--- config.mk ---
export PLATFORM = sky130hd
export DESIGN_NAME = cbf_out_stage
export DESIGN_NICKNAME = d
export VERILOG_FILES = /design/src/cbf_pkg.sv /design/src/cbf_out_stage.sv
export SDC_FILE = /design/constraint.sdc
export NUM_CORES = 1
export LEC_CHECK = 0
export BUFFER_PORTS_ARGS = -buffer_cell sky130_fd_sc_hd__buf_2
export CAP_MARGIN = 20
export CORE_AREA = 3 3 606 608
export DETAILED_ROUTE_END_ITERATION = 6
export DIE_AREA = 0 0 609 611
export REMOVE_ABC_BUFFERS = 1
export SLEW_MARGIN = 20
export SYNTH_ARGS = -nofsm -noshare
export SYNTH_HDL_FRONTEND = slang
export SYNTH_SLANG_ARGS = --single-unit
--- constraint.sdc ---
create_clock -name clk -period 17.2 [get_ports clk]
set_input_delay 4.3 -clock clk [delete_from_list [all_inputs] [get_ports clk]]
set_output_delay 4.3 -clock clk [all_outputs]
set_load 0.01 [all_outputs]
--- src/cbf_pkg.sv ---
// Package for the ChaCha block function unit: widths, beat types and round logic.
package cbf_pkg;

  localparam int MAX_ROUNDS  = 20;
  localparam int CELL_COUNT  = 2 * MAX_ROUNDS;
  localparam int WORD_W      = 32;
  localparam int WORD_COUNT  = 16;
  localparam int ROUND_CFG_W = 5;
  localparam int CNT_W       = $clog2(MAX_ROUNDS + 1);
  localparam int CMP_W       = (CNT_W > ROUND_CFG_W) ? CNT_W : ROUND_CFG_W;

  typedef logic [ROUND_CFG_W-1:0] round_cfg_t;
  typedef logic [CMP_W-1:0]       rcnt_t;
  typedef logic [WORD_W-1:0]      word_t;
  typedef word_t [WORD_COUNT-1:0] words_t;

  localparam round_cfg_t ROUND_RESET = round_cfg_t'(20);

  typedef struct packed {
    logic [63:0] state_words_0_1;
    logic [63:0] state_words_2_3;
    logic [63:0] state_words_4_5;
    logic [63:0] state_words_6_7;
    logic [63:0] state_words_8_9;
    logic [63:0] state_words_10_11;
    logic [63:0] state_words_12_13;
    logic [63:0] state_words_14_15;
  } in_beat_t;

  typedef struct packed {
    logic [63:0] stream_words_0_1;
    logic [63:0] stream_words_2_3;
    logic [63:0] stream_words_4_5;
    logic [63:0] stream_words_6_7;
    logic [63:0] stream_words_8_9;
    logic [63:0] stream_words_10_11;
    logic [63:0] stream_words_12_13;
    logic [63:0] stream_words_14_15;
  } out_beat_t;

  // working state plus the original input, carried down the chain
  typedef struct packed {
    words_t work;
    words_t init;
  } stage_t;

  typedef struct packed {
    rcnt_t rounds;
    rcnt_t round_idx;
    logic  second_half;
  } cell_ctl_t;

  function automatic word_t rotl(word_t v, int s);
    return (v << s) | (v >> (WORD_W - s));
  endfunction

  function automatic words_t unpack_in(in_beat_t b);
    words_t w;
    w[0]  = b.state_words_0_1[31:0];
    w[1]  = b.state_words_0_1[63:32];
    w[2]  = b.state_words_2_3[31:0];
    w[3]  = b.state_words_2_3[63:32];
    w[4]  = b.state_words_4_5[31:0];
    w[5]  = b.state_words_4_5[63:32];
    w[6]  = b.state_words_6_7[31:0];
    w[7]  = b.state_words_6_7[63:32];
    w[8]  = b.state_words_8_9[31:0];
    w[9]  = b.state_words_8_9[63:32];
    w[10] = b.state_words_10_11[31:0];
    w[11] = b.state_words_10_11[63:32];
    w[12] = b.state_words_12_13[31:0];
    w[13] = b.state_words_12_13[63:32];
    w[14] = b.state_words_14_15[31:0];
    w[15] = b.state_words_14_15[63:32];
    return w;
  endfunction

  function automatic out_beat_t pack_out(words_t w);
    out_beat_t b;
    b.stream_words_0_1   = {w[1],  w[0]};
    b.stream_words_2_3   = {w[3],  w[2]};
    b.stream_words_4_5   = {w[5],  w[4]};
    b.stream_words_6_7   = {w[7],  w[6]};
    b.stream_words_8_9   = {w[9],  w[8]};
    b.stream_words_10_11 = {w[11], w[10]};
    b.stream_words_12_13 = {w[13], w[12]};
    b.stream_words_14_15 = {w[15], w[14]};
    return b;
  endfunction

  // Half of a column or diagonal round: first half rotates by 16/12, second by 8/7.
  function automatic words_t half_round(words_t w, logic diag, logic second);
    words_t r;
    int     ib;
    int     ic;
    int     id;
    word_t  va;
    word_t  vb;
    word_t  vc;
    word_t  vd;
    r = w;
    for (int q = 0; q < 4; q++) begin
      ib = diag ? 4  + ((q + 1) & 3) : 4  + q;
      ic = diag ? 8  + ((q + 2) & 3) : 8  + q;
      id = diag ? 12 + ((q + 3) & 3) : 12 + q;
      va = w[q] + w[ib];
      vd = w[id] ^ va;
      vd = second ? rotl(vd, 8) : rotl(vd, 16);
      vc = w[ic] + vd;
      vb = w[ib] ^ vc;
      vb = second ? rotl(vb, 7) : rotl(vb, 12);
      r[q]  = va;
      r[ib] = vb;
      r[ic] = vc;
      r[id] = vd;
    end
    return r;
  endfunction

endpackage

--- src/cbf_out_stage.sv ---
// Final feed-forward add and output register of the ChaCha block function unit.
module cbf_out_stage (
  input  logic               clk,
  input  logic               rst_n,
  input  logic               up_valid,
  input  cbf_pkg::stage_t    up_data,
  output logic               up_ready,
  output logic               out_valid,
  output cbf_pkg::out_beat_t out_data,
  input  logic               out_stall
);

  logic               valid_r;
  logic               valid_nxt;
  cbf_pkg::out_beat_t data_r;
  cbf_pkg::out_beat_t data_nxt;
  cbf_pkg::words_t    sum;

  always_comb begin
    for (int i = 0; i < cbf_pkg::WORD_COUNT; i++) begin
      sum[i] = up_data.work[i] + up_data.init[i];
    end
    data_nxt  = cbf_pkg::pack_out(sum);
    up_ready  = !valid_r || !out_stall;
    valid_nxt = up_ready ? up_valid : valid_r;
  end

  always_ff @(posedge clk) begin
    if (!rst_n) begin
      valid_r <= 1'b0;
    end else begin
      valid_r <= valid_nxt;
    end
  end

  always_ff @(posedge clk) begin
    if (up_valid && up_ready) begin
      data_r <= data_nxt;
    end
  end

  assign out_valid = valid_r;
  assign out_data  = data_r;

endmodule

==> results.py <==
metrics = {
    "clock_tree": {
        "htreeDepth": 3,
        "cts.path.max_buffers": 4,
        "holdBufCountCts": 0,
        "clock_sinks": 513,
        "cts_buffers": 83,
        "clk_latency_ps": 790,
        "post_cts_buffers": 0,
        "cts-root-buf": "clkbuf_16",
        "cts.repair.resized": 0,
        "path_clk_slew_ps": 50,
        "cts_tree": "done",
    },
    "synth": {
        "avgSynthCellArea_um2": 10.1,
        "synth_warnings": 0,
        "synth_top_area_share_pct": 38.1,
        "mappedNetlistArea_um2": 40300,
        "synth_area_leader_cell": "edfxtp_1",
        "ys_types": 85,
        "async_flop_share_pct": 0,
        "yosys_register_bits": 513,
        "seq_area_frac_synth_pct": 38.2,
        "synth_cells": 4007,
        "synth_edf_count": 512,
        "ys_top_cells_by_area": "edfxtp_1, ha_1, xnor2_1, a21o_1, a21oi_1",
        "synthFlopType": "edfxtp_1",
    },
    "flow_run": {
        "max_cap_viol_count": 0,
    },
    "critical_path": {
        "crit_path_end_kind": "primary output",
        "required_ps": 12900,
        "cp-start-kind": "input pin",
        "critPathMaxFanout": 2,
        "crit_arrival_ps": 5160,
        "crit_type": "input pin to primary output",
    },
    "sta": {
        "worst_pin_slew_ps": 1050,
        "hold_viol": 0,
        "finalSetupViolCount": 0,
        "finalMaxSlewViolations": 0,
        "rsz0062_at_grt": "false",
        "setup_tns_ps": 0,
        "fmax_ghz": 0.106,
        "skew_ps": 74.5,
        "timing.final.crit_share_pct": 55.0,
        "period_needed_ps": 9460,
        "slew_headroom_pct": 30.0,
    },
    "power": {
        "leakagePower_nw": 24.6,
        "finalPower_mw": 5.09,
        "power.density_nw_per_um2": 89.6,
        "ir_worst_vdd_v": 0.0000792,
    },
    "cells_and_area": {
        "final_util_pct": 15.7,
        "fin_nets": 7108,
        "drive_gt1_share_pct": 30.5,
        "area_delta_synth_final_pct": 40.8,
        "final_area_um2": 56800,
    },
    "global_route": {
        "track_usage_pct": 16.0,
        "grt_pass1_vias": 38100,
        "antenna_found_initial": 389,
        "grt_pass1_wl_um": 391000,
        "grt_overflow": 0,
        "grt_max_degree": 127,
    },
    "floorplan": {
        "ioPinCount": 1542,
        "fp.coreArea_um2": 362000,
        "die_w_um": 609,
        "rows": 221,
        "die-height_um": 611,
        "start_util_pct": 11.1,
        "dieArea_um2": 372000,
    },
    "route": {
        "routed_wl_um": 313000,
        "via_per_inst": 3.96,
        "drt_pre_antenna_iters": 6,
        "drtAntennaViolNets": 0,
        "vias": 41600,
        "drc_errors": 0,
        "drt_iter0_markers": 3538,
        "wl_per_cell_um": 29.8,
    },
    "placed_design": {
        "gp_congestion": 0.995,
        "io_buffers": 1541,
        "postPlaceCellArea_um2": 53900,
        "dpl.hpwl_um": 283000,
    },
    "outcome": {
        "status": "finished clean",
    },
    "hold_path": {
        "min_path_type": "register to register",
    },
}
## worst paths after layout
kind	start	endpoint	slack [ps]	depth (start not counted)
worst max-delay path	out_stall	up_ready	7740	3
worst min register to register	out_valid	out_valid	540	2
worst max register to register	out_valid	out_data[78]	13540	4
worst min-delay path	out_valid	out_valid	540	2
## placed cells by master, fill, tap and decap left out, types with 12 or more instances in the layout
| cell type | instances |
|---|---|
| nor3_1 | 58 |
| a41oi_1 | 12 |
| o31ai_1 | 28 |
| nand3_1 | 95 |
| nand2_1 | 234 |
| a31oi_1 | 48 |
| fa_1 | 16 |
| o21bai_1 | 70 |
| or3_1 | 12 |
| nand4_1 | 59 |
| nor2_1 | 254 |
| and2_1 | 22 |
| edfxtp_1 | 512 |
| nand2b_1 | 50 |
| clkinv_2 | 12 |
| nor2b_1 | 56 |
| buf_2 | 1541 |
| clkinv_1 | 15 |
| a21o_1 | 310 |
| a221o_1 | 13 |
| diode_2 | 87 |
| ha_1 | 496 |
| xnor2_1 | 298 |
| inv_1 | 113 |
| clkbuf_16 | 85 |
| a21oi_1 | 445 |
| o21a_1 | 52 |
| xor2_1 | 150 |
| o211ai_1 | 17 |
| and3_1 | 41 |
| a211oi_1 | 32 |
| o21ai_0 | 214 |
## report_power, final
part           internal (mW)  total [mW]  switching, mW
registers               1.62        1.69         0.0668
clock network           1.03        1.75          0.721
logic                  0.635        1.65           1.02
## Yosys cell counts (all sizes together), types with 59 or more instances
cell    count
a21oi     447
o21ai     222
nand4      59
nor2      254
inv       113
clkbuf     73
xor2      150
edfxtp    512
xnor2     298
o21bai     70
a21o      310
nand2     234
ha        496
nand3      95
## logic make-up after synthesis
group / after synthesis / synth area share, %
AO/OA/AOI/OAI: 1401 / 22.7
AND/OR/NAND/NOR: 939 / 11.3
flip-flops: 513 / 38.2
adder cells (fa/ha/maj): 512 / 16.2
XOR/XNOR: 448 / 9.73
buffers and inverters: 189 / 1.77
multiplexers: 5 / 0.127
## layer usage
metal | global-route usage [%] | routed length [µm] | up-vias
met4 | 5.07 | 13700 | 220
met5 | 0.310 | 1500 | -
met3 | 7.48 | 35000 | 1000
met2 | 28.2 | 152000 | 2389
met1 | 16.8 | 111000 | 19500
li1 | - | - | 18500
## final cells by class
type	count	area [µm²]
Antenna cell	87	218
Clock buffer	94	2160
Sequential cell	513	15400
Clock inverter	52	536
Multi-Input combinational cell	3305	24200
Tap cell	4794	6000
Fill cell	41100	305000
Inverter	113	424
Timing Repair Buffer	1552	7830
## per-stage QoR
step                instances  hold WS, ps  setup WS (ps)
floorplan                3931          546            211
global placement        10300          539           7660
detailed placement      10300          530           7660
CTS                     10400          537           7660
global route            10500          559           7690
finish                  10500          540           7740
## sequential cells by signal, summed over array words and instances (netlist names)
register and count:
out_data 512, out_valid 1
## worst max-delay path: stages
cell and delay, ps:
buf_2 110, nand2_1 420, buf_2 310
Power figures use the tool's default switching activity.
